[src/rtl/core/plkc_pkg.sv]
// Shared types and constants for the pinned LRU key cache.
package plkc_pkg;

   localparam int DEFAULT_ENTRIES = 16;
   localparam int DEFAULT_KEY_BITS = 32;

   localparam int CMD_W = 3;
   localparam int REQ_KEY_W = 32;
   localparam int SLOT_W = 4;
   localparam int STAMP_W = 32;
   localparam int STATUS_W = 2;
   localparam int CAP_W = 5;
   localparam int OCC_W = 5;
   localparam int CTR_W = 32;

   localparam int SLOT_MAX_W = 8;
   localparam int COUNT_MAX_W = 9;

   localparam logic [CAP_W-1:0] CAPACITY_RESET = 5'd16;

   localparam logic [STATUS_W-1:0] STATUS_OK = 2'd0;
   localparam logic [STATUS_W-1:0] STATUS_ERROR = 2'd1;
   localparam logic [STATUS_W-1:0] STATUS_UNCACHED = 2'd2;

   typedef enum logic [CMD_W-1:0] {
      CMD_LOOKUP = 3'd0,
      CMD_RELEASE = 3'd1,
      CMD_CLEAR = 3'd2,
      CMD_EVICT = 3'd3,
      CMD_STATS = 3'd4
   } cmd_type;

   typedef enum logic [1:0] {
      ST_IDLE,
      ST_SCAN,
      ST_DRAIN,
      ST_FINISH
   } seq_state_type;

   typedef struct packed {
      logic match_found;
      logic [SLOT_MAX_W-1:0] match_slot;
      logic free_found;
      logic [SLOT_MAX_W-1:0] free_slot;
      logic old_found;
      logic [SLOT_MAX_W-1:0] old_slot;
      logic [COUNT_MAX_W-1:0] occupied;
      logic [COUNT_MAX_W-1:0] pinned_count;
   } scan_result_type;

endpackage

[src/rtl/core/plkc_ram.sv]
// Generic single write port RAM with one registered read port.
module plkc_ram #(
   parameter int WIDTH = 8,
   parameter int DEPTH = 16
) (
   input  logic                     clock,
   input  logic                     wr_en,
   input  logic [$clog2(DEPTH)-1:0] wr_addr,
   input  logic [WIDTH-1:0]         wr_data,
   input  logic                     rd_en,
   input  logic [$clog2(DEPTH)-1:0] rd_addr,
   output logic [WIDTH-1:0]         rd_data
);

   logic [WIDTH-1:0] mem_ff [DEPTH];
   logic [WIDTH-1:0] rd_data_ff;

   always_ff @(posedge clock) begin
      if (wr_en) begin
         mem_ff[wr_addr] <= wr_data;
      end
      if (rd_en) begin
         rd_data_ff <= mem_ff[rd_addr];
      end
   end

   assign rd_data = rd_data_ff;

endmodule

[src/rtl/core/plkc_scan.sv]
// Shared compare unit that takes one entry per cycle while step is high and keeps the running picks.
module plkc_scan #(
   parameter int ENTRIES = plkc_pkg::DEFAULT_ENTRIES,
   parameter int KEY_BITS = plkc_pkg::DEFAULT_KEY_BITS
) (
   input  logic                           clock,
   input  logic                           reset,
   input  logic                           init,
   input  logic                           step,
   input  logic [$clog2(ENTRIES)-1:0]     step_idx,
   input  logic                           entry_valid,
   input  logic                           entry_pinned,
   input  logic [KEY_BITS-1:0]            entry_key,
   input  logic [plkc_pkg::STAMP_W-1:0]   entry_stamp,
   input  logic [KEY_BITS-1:0]            probe_key,
   output plkc_pkg::scan_result_type      result
);

   import plkc_pkg::*;

   localparam int IDX_W = $clog2(ENTRIES);
   localparam int CNT_W = $clog2(ENTRIES + 1);

   logic               match_found_ff, match_found_in;
   logic [IDX_W-1:0]   match_idx_ff, match_idx_in;
   logic               free_found_ff, free_found_in;
   logic [IDX_W-1:0]   free_idx_ff, free_idx_in;
   logic               old_found_ff, old_found_in;
   logic [IDX_W-1:0]   old_idx_ff, old_idx_in;
   logic [STAMP_W-1:0] old_stamp_ff, old_stamp_in;
   logic [CNT_W-1:0]   occ_ff, occ_in;
   logic [CNT_W-1:0]   pinned_ff, pinned_in;
   logic               usable;

   always_comb begin
      match_found_in = match_found_ff;
      match_idx_in = match_idx_ff;
      free_found_in = free_found_ff;
      free_idx_in = free_idx_ff;
      old_found_in = old_found_ff;
      old_idx_in = old_idx_ff;
      old_stamp_in = old_stamp_ff;
      occ_in = occ_ff;
      pinned_in = pinned_ff;
      usable = entry_valid && !entry_pinned;
      if (init) begin
         match_found_in = 1'b0;
         free_found_in = 1'b0;
         old_found_in = 1'b0;
         occ_in = '0;
         pinned_in = '0;
      end else if (step) begin
         if (usable && !match_found_ff && entry_key == probe_key) begin
            match_found_in = 1'b1;
            match_idx_in = step_idx;
         end
         if (!entry_valid && !free_found_ff) begin
            free_found_in = 1'b1;
            free_idx_in = step_idx;
         end
         if (usable && (!old_found_ff || entry_stamp < old_stamp_ff)) begin
            old_found_in = 1'b1;
            old_idx_in = step_idx;
            old_stamp_in = entry_stamp;
         end
         if (entry_valid) begin
            occ_in = occ_ff + CNT_W'(1);
         end
         if (entry_valid && entry_pinned) begin
            pinned_in = pinned_ff + CNT_W'(1);
         end
      end
   end

   always_ff @(posedge clock) begin
      if (reset) begin
         match_found_ff <= 1'b0;
         free_found_ff <= 1'b0;
         old_found_ff <= 1'b0;
         occ_ff <= '0;
         pinned_ff <= '0;
      end else begin
         match_found_ff <= match_found_in;
         free_found_ff <= free_found_in;
         old_found_ff <= old_found_in;
         occ_ff <= occ_in;
         pinned_ff <= pinned_in;
      end
      match_idx_ff <= match_idx_in;
      free_idx_ff <= free_idx_in;
      old_idx_ff <= old_idx_in;
      old_stamp_ff <= old_stamp_in;
   end

   always_comb begin
      result.match_found = match_found_ff;
      result.match_slot = SLOT_MAX_W'(match_idx_ff);
      result.free_found = free_found_ff;
      result.free_slot = SLOT_MAX_W'(free_idx_ff);
      result.old_found = old_found_ff;
      result.old_slot = SLOT_MAX_W'(old_idx_ff);
      result.occupied = COUNT_MAX_W'(occ_ff);
      result.pinned_count = COUNT_MAX_W'(pinned_ff);
   end

endmodule

[src/rtl/core/pinned_lru_key_cache_core.sv]
// Top level of the pinned LRU key cache: command sequencer, entry flags and counters.
//
//  channel  | handshake                       | payload
//  ---------+---------------------------------+--------------------------------------------
//  request  | start, busy                     | req_cmd, req_lookup_key, req_slot_id, req_now
//  response | rsp_strobe                      | rsp_status ... rsp_occupied
//  control  | csr_write_enable                | csr_write_data (capacity)
//
// Each command walks the active entries once through the key and stamp RAM, one per cycle.
// Busy holds through the scan, drain and finish states after the accepting edge, and the
// strobe follows; the RAM read port and the one compare unit set the length of a beat.
// Reset clears the flags and counters and restores full capacity; the key and stamp RAM is kept.
// The response beat is shown for one cycle and the receiver cannot stall it.
module pinned_lru_key_cache_core #(
   parameter int ENTRIES = plkc_pkg::DEFAULT_ENTRIES,
   parameter int KEY_BITS = plkc_pkg::DEFAULT_KEY_BITS
) (
   input  logic                             clock,
   input  logic                             reset,
   input  logic                             start,
   output logic                             busy,
   input  logic [plkc_pkg::CMD_W-1:0]       req_cmd,
   input  logic [plkc_pkg::REQ_KEY_W-1:0]   req_lookup_key,
   input  logic [plkc_pkg::SLOT_W-1:0]      req_slot_id,
   input  logic [plkc_pkg::STAMP_W-1:0]     req_now,
   input  logic                             csr_write_enable,
   input  logic [plkc_pkg::CAP_W-1:0]       csr_write_data,
   output logic                             rsp_strobe,
   output logic [plkc_pkg::STATUS_W-1:0]    rsp_status,
   output logic                             rsp_hit,
   output logic [plkc_pkg::SLOT_W-1:0]      rsp_slot,
   output logic                             rsp_evicted,
   output logic [plkc_pkg::SLOT_W-1:0]      rsp_evicted_slot,
   output logic [plkc_pkg::CTR_W-1:0]       rsp_lookups,
   output logic [plkc_pkg::CTR_W-1:0]       rsp_hits,
   output logic [plkc_pkg::CTR_W-1:0]       rsp_misses,
   output logic [plkc_pkg::CTR_W-1:0]       rsp_evictions,
   output logic [plkc_pkg::OCC_W-1:0]       rsp_occupied
);

   import plkc_pkg::*;

   localparam int IDX_W = $clog2(ENTRIES);
   localparam int CNT_W = $clog2(ENTRIES + 1);
   localparam int CMP_W = (CNT_W > CAP_W) ? CNT_W : CAP_W;
   localparam int LINE_W = KEY_BITS + STAMP_W;

   seq_state_type         state_ff, state_in;
   cmd_type               cmd_ff;
   logic [KEY_BITS-1:0]   key_ff;
   logic [SLOT_W-1:0]     sid_ff;
   logic [STAMP_W-1:0]    now_ff;
   logic [CNT_W-1:0]      cap_ff;
   logic [CNT_W-1:0]      cap_eff;
   logic [CMP_W-1:0]      cap_wide;
   logic [CAP_W-1:0]      capacity_ff, capacity_in;
   logic [IDX_W-1:0]      issue_ff, issue_in;
   logic                  step_ff, step_in;
   logic [IDX_W-1:0]      step_idx_ff, step_idx_in;
   logic [ENTRIES-1:0]    valid_ff, valid_in;
   logic [ENTRIES-1:0]    pinned_ff, pinned_in;
   logic [CTR_W-1:0]      lookups_ff, lookups_in;
   logic [CTR_W-1:0]      hits_ff, hits_in;
   logic [CTR_W-1:0]      misses_ff, misses_in;
   logic [CTR_W-1:0]      evictions_ff, evictions_in;
   logic                  rsp_strobe_ff, rsp_strobe_in;
   logic [STATUS_W-1:0]   rsp_status_ff, rsp_status_in;
   logic                  rsp_hit_ff, rsp_hit_in;
   logic [SLOT_W-1:0]     rsp_slot_ff, rsp_slot_in;
   logic                  rsp_evicted_ff, rsp_evicted_in;
   logic [SLOT_W-1:0]     rsp_evicted_slot_ff, rsp_evicted_slot_in;
   logic [OCC_W-1:0]      rsp_occupied_ff, rsp_occupied_in;
   logic                  accept;
   logic                  scan_init;
   logic                  ram_we;
   logic [IDX_W-1:0]      ram_wr_addr;
   logic                  ram_rd_en;
   logic [LINE_W-1:0]     ram_rd_data;
   scan_result_type       scan_res;
   logic [IDX_W-1:0]      match_idx, free_idx, old_idx, sid_idx, fill_idx;
   logic [CNT_W-1:0]      scan_occ, scan_pinned;

   assign accept = start && (state_ff == ST_IDLE);
   assign busy = (state_ff != ST_IDLE);

   always_comb begin
      cap_wide = CMP_W'(capacity_ff);
      if (cap_wide == '0) begin
         cap_eff = CNT_W'(1);
      end else if (cap_wide > CMP_W'(ENTRIES)) begin
         cap_eff = CNT_W'(ENTRIES);
      end else begin
         cap_eff = CNT_W'(cap_wide);
      end
   end

   plkc_ram #(
      .WIDTH(LINE_W),
      .DEPTH(ENTRIES)
   ) u_line_ram (
      .clock   (clock),
      .wr_en   (ram_we),
      .wr_addr (ram_wr_addr),
      .wr_data ({key_ff, now_ff}),
      .rd_en   (ram_rd_en),
      .rd_addr (issue_ff),
      .rd_data (ram_rd_data)
   );

   plkc_scan #(
      .ENTRIES(ENTRIES),
      .KEY_BITS(KEY_BITS)
   ) u_scan (
      .clock        (clock),
      .reset        (reset),
      .init         (scan_init),
      .step         (step_ff),
      .step_idx     (step_idx_ff),
      .entry_valid  (valid_ff[step_idx_ff]),
      .entry_pinned (pinned_ff[step_idx_ff]),
      .entry_key    (ram_rd_data[LINE_W-1:STAMP_W]),
      .entry_stamp  (ram_rd_data[STAMP_W-1:0]),
      .probe_key    (key_ff),
      .result       (scan_res)
   );

   assign match_idx = IDX_W'(scan_res.match_slot);
   assign free_idx = IDX_W'(scan_res.free_slot);
   assign old_idx = IDX_W'(scan_res.old_slot);
   assign scan_occ = CNT_W'(scan_res.occupied);
   assign scan_pinned = CNT_W'(scan_res.pinned_count);
   assign sid_idx = IDX_W'(sid_ff);
   assign ram_rd_en = (state_ff == ST_SCAN);

   always_comb begin
      state_in = state_ff;
      capacity_in = csr_write_enable ? csr_write_data : capacity_ff;
      issue_in = issue_ff;
      step_in = 1'b0;
      step_idx_in = step_idx_ff;
      valid_in = valid_ff;
      pinned_in = pinned_ff;
      lookups_in = lookups_ff;
      hits_in = hits_ff;
      misses_in = misses_ff;
      evictions_in = evictions_ff;
      rsp_strobe_in = 1'b0;
      rsp_status_in = rsp_status_ff;
      rsp_hit_in = rsp_hit_ff;
      rsp_slot_in = rsp_slot_ff;
      rsp_evicted_in = rsp_evicted_ff;
      rsp_evicted_slot_in = rsp_evicted_slot_ff;
      rsp_occupied_in = rsp_occupied_ff;
      scan_init = 1'b0;
      ram_we = 1'b0;
      ram_wr_addr = match_idx;
      fill_idx = free_idx;
      unique case (state_ff)
         ST_IDLE: begin
            if (start) begin
               state_in = ST_SCAN;
               issue_in = '0;
               scan_init = 1'b1;
            end
         end
         ST_SCAN: begin
            step_in = 1'b1;
            step_idx_in = issue_ff;
            if (CNT_W'(issue_ff) == cap_ff - CNT_W'(1)) begin
               state_in = ST_DRAIN;
            end else begin
               issue_in = issue_ff + IDX_W'(1);
            end
         end
         ST_DRAIN: begin
            state_in = ST_FINISH;
         end
         ST_FINISH: begin
            state_in = ST_IDLE;
            rsp_strobe_in = 1'b1;
            rsp_status_in = STATUS_OK;
            rsp_hit_in = 1'b0;
            rsp_slot_in = '0;
            rsp_evicted_in = 1'b0;
            rsp_evicted_slot_in = '0;
            rsp_occupied_in = OCC_W'(scan_occ);
            unique case (cmd_ff)
               CMD_LOOKUP: begin
                  lookups_in = lookups_ff + CTR_W'(1);
                  if (scan_res.match_found) begin
                     pinned_in[match_idx] = 1'b1;
                     ram_we = 1'b1;
                     ram_wr_addr = match_idx;
                     hits_in = hits_ff + CTR_W'(1);
                     rsp_hit_in = 1'b1;
                     rsp_slot_in = SLOT_W'(match_idx);
                  end else begin
                     misses_in = misses_ff + CTR_W'(1);
                     if (scan_res.free_found) begin
                        fill_idx = free_idx;
                        rsp_occupied_in = OCC_W'(scan_occ + CNT_W'(1));
                     end else begin
                        fill_idx = old_idx;
                     end
                     if (!scan_res.free_found && scan_res.old_found) begin
                        evictions_in = evictions_ff + CTR_W'(1);
                        rsp_evicted_in = 1'b1;
                        rsp_evicted_slot_in = SLOT_W'(old_idx);
                     end
                     if (scan_res.free_found || scan_res.old_found) begin
                        valid_in[fill_idx] = 1'b1;
                        pinned_in[fill_idx] = 1'b1;
                        ram_we = 1'b1;
                        ram_wr_addr = fill_idx;
                        rsp_slot_in = SLOT_W'(fill_idx);
                     end else begin
                        rsp_status_in = STATUS_UNCACHED;
                     end
                  end
               end
               CMD_RELEASE: begin
                  if (CMP_W'(sid_ff) < CMP_W'(cap_ff) && valid_ff[sid_idx]) begin
                     pinned_in[sid_idx] = 1'b0;
                  end else begin
                     rsp_status_in = STATUS_ERROR;
                  end
               end
               CMD_CLEAR: begin
                  for (int i = 0; i < ENTRIES; i++) begin
                     if (CNT_W'(i) < cap_ff && !pinned_ff[i]) begin
                        valid_in[i] = 1'b0;
                     end
                  end
                  rsp_occupied_in = OCC_W'(scan_pinned);
               end
               CMD_EVICT: begin
                  if (scan_res.old_found) begin
                     valid_in[old_idx] = 1'b0;
                     evictions_in = evictions_ff + CTR_W'(1);
                     rsp_evicted_in = 1'b1;
                     rsp_evicted_slot_in = SLOT_W'(old_idx);
                     rsp_occupied_in = OCC_W'(scan_occ - CNT_W'(1));
                  end else begin
                     rsp_status_in = STATUS_ERROR;
                  end
               end
               CMD_STATS: begin
                  rsp_status_in = STATUS_OK;
               end
               default: begin
                  rsp_status_in = STATUS_ERROR;
               end
            endcase
         end
         default: begin
            state_in = ST_IDLE;
         end
      endcase
   end

   always_ff @(posedge clock) begin
      if (reset) begin
         state_ff <= ST_IDLE;
         capacity_ff <= CAPACITY_RESET;
         step_ff <= 1'b0;
         valid_ff <= '0;
         pinned_ff <= '0;
         lookups_ff <= '0;
         hits_ff <= '0;
         misses_ff <= '0;
         evictions_ff <= '0;
         rsp_strobe_ff <= 1'b0;
      end else begin
         state_ff <= state_in;
         capacity_ff <= capacity_in;
         step_ff <= step_in;
         valid_ff <= valid_in;
         pinned_ff <= pinned_in;
         lookups_ff <= lookups_in;
         hits_ff <= hits_in;
         misses_ff <= misses_in;
         evictions_ff <= evictions_in;
         rsp_strobe_ff <= rsp_strobe_in;
      end
      issue_ff <= issue_in;
      step_idx_ff <= step_idx_in;
      rsp_status_ff <= rsp_status_in;
      rsp_hit_ff <= rsp_hit_in;
      rsp_slot_ff <= rsp_slot_in;
      rsp_evicted_ff <= rsp_evicted_in;
      rsp_evicted_slot_ff <= rsp_evicted_slot_in;
      rsp_occupied_ff <= rsp_occupied_in;
      if (accept) begin
         cmd_ff <= cmd_type'(req_cmd);
         key_ff <= KEY_BITS'(req_lookup_key);
         sid_ff <= req_slot_id;
         now_ff <= req_now;
         cap_ff <= cap_eff;
      end
   end

   assign rsp_strobe = rsp_strobe_ff;
   assign rsp_status = rsp_status_ff;
   assign rsp_hit = rsp_hit_ff;
   assign rsp_slot = rsp_slot_ff;
   assign rsp_evicted = rsp_evicted_ff;
   assign rsp_evicted_slot = rsp_evicted_slot_ff;
   assign rsp_lookups = lookups_ff;
   assign rsp_hits = hits_ff;
   assign rsp_misses = misses_ff;
   assign rsp_evictions = evictions_ff;
   assign rsp_occupied = rsp_occupied_ff;

endmodule
[config.mk]
export PLATFORM = sky130hd
export DESIGN_NAME = pinned_lru_key_cache_core
export DESIGN_NICKNAME = d
export VERILOG_FILES = /design/src/rtl/core/plkc_pkg.sv /design/src/rtl/core/plkc_ram.sv /design/src/rtl/core/plkc_scan.sv /design/src/rtl/core/pinned_lru_key_cache_core.sv
export SDC_FILE = /design/constraint.sdc
export NUM_CORES = 2
export LEC_CHECK = 0
export BUFFER_PORTS_ARGS = -buffer_cell sky130_fd_sc_hd__buf_2
export CAP_MARGIN = 10
export CORE_UTILIZATION = 66
export CTS_CLUSTER_SIZE = 30
export DETAILED_ROUTE_END_ITERATION = 8
export PLACE_DENSITY = 0.85
export SLEW_MARGIN = 20
export SYNTH_ARGS = -nofsm -noshare
export SYNTH_HDL_FRONTEND = slang
export SYNTH_SLANG_ARGS = --single-unit
export TNS_END_PERCENT = 50
[constraint.sdc]
create_clock -name clock -period 11.4 [get_ports clock]
set_input_delay 2.28 -clock clock [delete_from_list [all_inputs] [get_ports clock]]
set_output_delay 2.28 -clock clock [all_outputs]
set_load 0.05 [all_outputs]
# Word level (Yosys, flattened, before mapping)
# Memory sizes are Yosys's and may differ from the RTL's. A register that Yosys moved wholly into a read port is not among the register bits.
# Cells that the tools add are included.
# Widths: inputs -> output; s select.
word_totals:
  regBits: 327
  ram_bits: 1024
  input_bits: 80
  out_inout_bits: 147
  elab_cells: 310
  mem_count: 1
mem_list:
  columns: ["name", "depth", "width", "rd", "rd_clocked_by_memory_dff", "wr", "line", "source"]
  rows:
  - ["u_line_ram.mem_ff", 16, 64, 1, 1, 1, "plkc_ram.sv:15", "logic [WIDTH-1:0] mem_ff [DEPTH];"]
op_classes:
  add_sub_neg: 9
  n_lt_le_gt_ge: 28
  eq_ne: 34
  mux: 87
  n_bitwise: 9
  reduce_logical: 94
ops:
  columns: ["operator", "n"]
  rows:
  - ["$add 32x1->32 const B", 4]
  - ["$mux 16", 6]
  - ["$mux 32", 3]
  - ["$reduce_and 6->1", 16]
  - ["$pmux 32 s2", 1]
  - ["$mux 4", 15]
  - ["$or 16x16->16", 3]
  - ["$pmux 16 s3", 1]
  - ["$ne 2x2->1 const B", 22]
  - ["$lt 4x5->1 const A", 8]
  - ["$mux 1", 39]
  - ["$and 16x16->16", 2]
  - ["$eq 32x32->1", 1]
  - ["$lt 32x32->1", 1]
  - ["$not 16->16", 2]
  - ["$pmux 16 s2", 1]
  - ["$logic_and 1x1->1", 29]
  - ["$lt 4x5->1 const B", 5]
  - ["$logic_not 1->1", 21]
  - ["$lt 3x5->1 const A", 4]
  - ["$mux 5", 4]
  - ["$reduce_and 3->1", 6]
  - ["$demux 1 s4", 4]
  - ["$ge 4x1->1 const B", 4]
  - ["32 further kinds", 59]

# Longest topological paths before layout
depth:
  ltp_word: 12
  mapped_depth: 9

# Cells and area by module
# A second synthesis with hierarchy kept.
unflattened:
  hier_cells: 3209
  area_unflattened_um2: 56182.6
modules_own_cells:
  columns: ["module", "n_inst", "cells_each", "area_each_um2"]
  rows:
  - ["plkc_ram", 1, 1647, 40222.3]
  - ["pinned_lru_key_cache_core", 1, 1283, 12789.8]
  - ["plkc_scan", 1, 279, 3170.5]

# Least setup slack after synthesis
# Ideal clock, no wire load.
synth_path:
  path_kind: "register to register"
  start: "register state_ff[0]"
  end: "memory u_line_ram.mem_ff[12][0] (netlist bit) (enable)"
  setup_ps: 565
  arrival_ps: 6532
  path_slack_ps: 4304
  stages_incl_launch_ff: 7
  n_path_buf: 0
  synth_period_minus_slack_ps: 7096
  path_cell_list: "dfxtp_1 ha_1 or3b_2 nor3_4 o21ai_2 mux2i_1 nor3_1"
synth_via:
  elab_chain_len: 4
  word_cells_on_any_way: 5
synth_rtl:
  columns: ["element", "line", "source"]
  rows:
  - ["from (decl)", "pinned_lru_key_cache_core.sv:48", "seq_state_type state_ff, state_in;"]
  - ["from (signal assigned)", "pinned_lru_key_cache_core.sv:274", "state_ff <= state_in;"]
  - ["$eq 2x2->1 *", "pinned_lru_key_cache_core.sv:158", "unique case (state_ff)"]
  - ["$mux 1", "pinned_lru_key_cache_core.sv:158", null]
  - ["$mux 1", "plkc_ram.sv:19", "if (wr_en) begin"]
  - ["$mux 1 (implied by the code)", "plkc_ram.sv:20", "mem_ff[wr_addr] <= wr_data;"]
  - ["to (decl)", "plkc_ram.sv:15", null]
# Mark *: on every way between the ends. The rest lies on a longest branch, timed or not.

# Final worst setup path
layout_path:
  start: "register state_ff[0]"
  end: "memory u_line_ram.mem_ff[7][27] (netlist bit) (enable)"
# Same word-level chain as after synthesis.

==> run_results.csv <==
group,metric,value,unit
route,route.detailed.drc,0,
cts,ctsHoldBuffers,0,
yosys,syn-cell-area,55600,um^2
route,drt-pass1-iter-count,6,
sta,setup_viol,0,
global_route,grt_max_degree,165,
global_route,grt_pass1_vias,31400,
route,wl_per_cell,32.5,um
yosys,synth-seq-area-share,0.731,
layout,area_delta_synth_final,12.4,%
global_route,grt_use_met1,0.455,
cts,cts_buffers,139,
sta,fin_crit,5.35,ns
yosys,yosysTopAreaCellShare,0.666,
die,design.core.area,83600,um^2
sta,maxSlewViolCount,0,
global_route,grt.busiest_layer,"met2",
job,drv_cap,0,
die,pin_count,227,
sta,fin_crit_sh,0.470,
die,num_rows,106,
layout,nFillCells,4392,
placement,gp_congestion,0.938,
worst_setup_path,cp_max_fo,45,
yosys,avgSynthCellArea,18.5,um^2
cts,clk_path_buf_depth,3,
sta,rsz0062_at_grt,"no",
outcome,status,"completed",
route,drt-vias-per-instance,7.05,
worst_setup_path,path_cells,"ha_1, buf_4, or3b_2, nor3_4, o21ai_2, mux2i_1, nand2b_1, nor2_4, buf_4",
yosys,syn_inst,3011,
route,drt_iter0_drc,4051,
layout,final_area,62500,um^2
sta,holdWs,0.455,ns
worst_setup_path,cp_top_family,"simple AND/OR/NAND/NOR gates",
die,start_util,0.666,
yosys,synth_top_cells_by_count,"1,233 x edfxtp_1, 332 x mux4_2, 204 x nor2_1",
layout,drive_gt1_frac,0.248,
sta,max_freq,187,MHz
cts,htree_levels,4,
sta,setup_slack,6.05,ns
power,power-per-cell-area,223,nW/um^2
global_route,grt_pass1_wl,212000,um
global_route,antenna_found_initial,1,
route,drtAntennaViolNets,0,
route,vias,31600,
placement,place_ws,6.30,ns
power,vdd_drop_max,185,uV
power,total_power,13.9,mW
yosys,synth_edf_count,1233,
placement,placed_cell_area,58100,um^2
die,die_area,85400,um^2
sta,hold_violations,0,
global_route,grt_overflow,0,
worst_setup_path,crit_type,"reg2reg",
worst_setup_path,crit_buf_inv,2,
worst_setup_path,crit_path_max_incr_delay,0.78,ns
cts,cts.sinks,1415,
sta,fin_tns_setup,0,ns
cts,cts-root-buf,"clkbuf_16",
worst_setup_path,cp.required,11.77,ns
yosys,synthTopCellsByArea,"edfxtp_1 67%, mux4_2 13%, dfxtp_1 6.6%, xor2_1 1.5%, nor2_1 1.4%",
die,die_y,292,um
worst_setup_path,reg2reg_slack,6.05,ns
yosys,yosys.area.top_type,"edfxtp_1",
global_route,track_usage,0.347,
yosys,post-synth-top-count-cell,"edfxtp_1",
yosys,ys_ff_latch,1415,
sta,skew,0.0301,ns
sta,slew_headroom,0.211,
worst_hold_path,hold_class,"reg2reg",
route,wirelength,145000,um
layout,antenna_cells,0,
yosys,ys.flop_type,"edfxtp_1",
worst_setup_path,start_kind,"flop",
yosys,yosysWarnings,0,
cts,path_clk_slew,0.06,ns
placement,place_hpwl,76400,um
yosys,synthArstFlopShare,0,
worst_setup_path,worstPathArrival,5.72,ns
cts,post-cts-setup-buffers,0,
cts,cts_tree,"yes",
yosys,syn_nets,3142,
global_route,use_met3,0.0577,
worst_setup_path,crit_path_end_kind,"flop",
layout,final_nets,3416,
sta,worst_pin_slew,1.18,ns
worst_setup_path,critPathMostFrequentCell,"buf_4",
power,leakage,20.6,nW
worst_setup_path,cp_slowest_cell,"mux2i_1",
global_route,grtUsageMet2,0.573,
yosys,synth_cell_types,70,
cts,ctsResizeCount,0,
placement,port_buffers,226,
die,die_x,292,um
cts,clk_latency,0.76,ns
## routing by layer
metal,routed length [um],up-vias,share of wire
met4,6870,0,0.047
met5,0,-,0
li1,-,12600,-
met2,73400,2390,0.51
met3,14200,438,0.098
met1,50800,16100,0.35
## where the power goes
part | internal (mW) | total [mW] | switching [mW]
logic | 1.28 | 2.73 | 1.45
registers | 6.20 | 6.65 | 0.455
clock network | 2.55 | 4.56 | 2.01
## kinds of logic (layout without fill, tap and decap cells)
family	after synthesis	in the layout	share of synthesized area
flip-flops	1415	1415	0.731
AND/OR/NAND/NOR	596	596	0.0541
multiplexers	351	351	0.138
AO/OA/AOI/OAI	249	249	0.0281
buffers and inverters	201	586	0.0140
XOR/XNOR	148	148	0.0233
adder cells (fa/ha/maj)	51	51	0.0115
## worst paths after layout
path	startpoint	to	cells after the start
max	state_ff[0]	u_line_ram.mem_ff[7][27]	9
min	u_line_ram.rd_data[4]	u_scan.old_stamp_ff[4]	0
max reg2reg	state_ff[0]	u_line_ram.mem_ff[7][27]	9
min reg2reg	u_line_ram.rd_data[4]	u_scan.old_stamp_ff[4]	0
## cell type report
cell class | count | area (um^2) | share of cell area
Clock buffer | 176 | 3710 | 0.0593
Sequential cell | 1415 | 40700 | 0.650
Clock inverter | 76 | 717 | 0.0115
Multi-Input combinational cell | 1395 | 14300 | 0.229
Inverter | 64 | 243 | 0.00388
Tap cell | 1080 | 1350 | 0.0216
Timing Repair Buffer | 270 | 1540 | 0.0247
## placed cells by master (no fill, tap or decap), types with 8 or more instances in the layout
cell	netlist	routed
nor4_1	20	20
xnor2_1	51	51
a211oi_1	9	8
buf_4	0	33
mux4_2	332	332
ha_1	51	50
o22ai_1	12	12
a21o_1	9	9
nor2_1	204	192
nand2_1	107	107
nor3_1	29	25
a21oi_1	77	76
edfxtp_1	1233	1233
buf_6	1	9
clkbuf_1	98	31
nand2b_1	19	19
inv_1	62	61
nor2b_1	11	11
bufinv_16	0	10
clkinv_1	2	34
or3_1	29	29
mux2i_1	16	16
xor2_1	97	97
o21ai_0	74	74
nand4_1	38	38
nor2_4	0	12
a31oi_1	12	12
and3_1	16	16
and4_1	16	16
a32o_1	16	16
dfxtp_1	182	182
buf_2	14	225
nand3_1	55	55
clkbuf_16	0	142
and2_1	15	15
clkinv_2	0	19
or2_2	9	9
## metrics by stage
| stage | cells | utilization |
|---|---|---|
| after floorplan | 3011 | - |
| after global placement | 4223 | 0.695 |
| after detailed placement | 4223 | 0.695 |
| after CTS | 4475 | 0.748 |
| after global routing | 4476 | 0.749 |
| final | 4476 | 0.749 |
## state kept, by name (all words and copies together), names as in the netlist, 4 cells and up
signal	flops
u_scan.match_idx_ff	4
cap_wide	5
valid_ff	16
step_idx_ff	4
now_ff	32
sid_ff	4
cap_ff	5
u_scan.old_stamp_ff	32
key_ff	32
issue_ff	4
rsp_lookups	32
u_line_ram.rd_data	64
u_scan.old_idx_ff	4
u_scan.occ_ff	5
rsp_evictions	32
u_scan.free_idx_ff	4
rsp_evicted_slot	4
rsp_occupied	5
u_line_ram.mem_ff	1024
rsp_hits	32
pinned_ff	16
rsp_slot	4
rsp_misses	32
u_scan.pinned_ff	5
No activity file was read; power rests on OpenSTA's default activity.
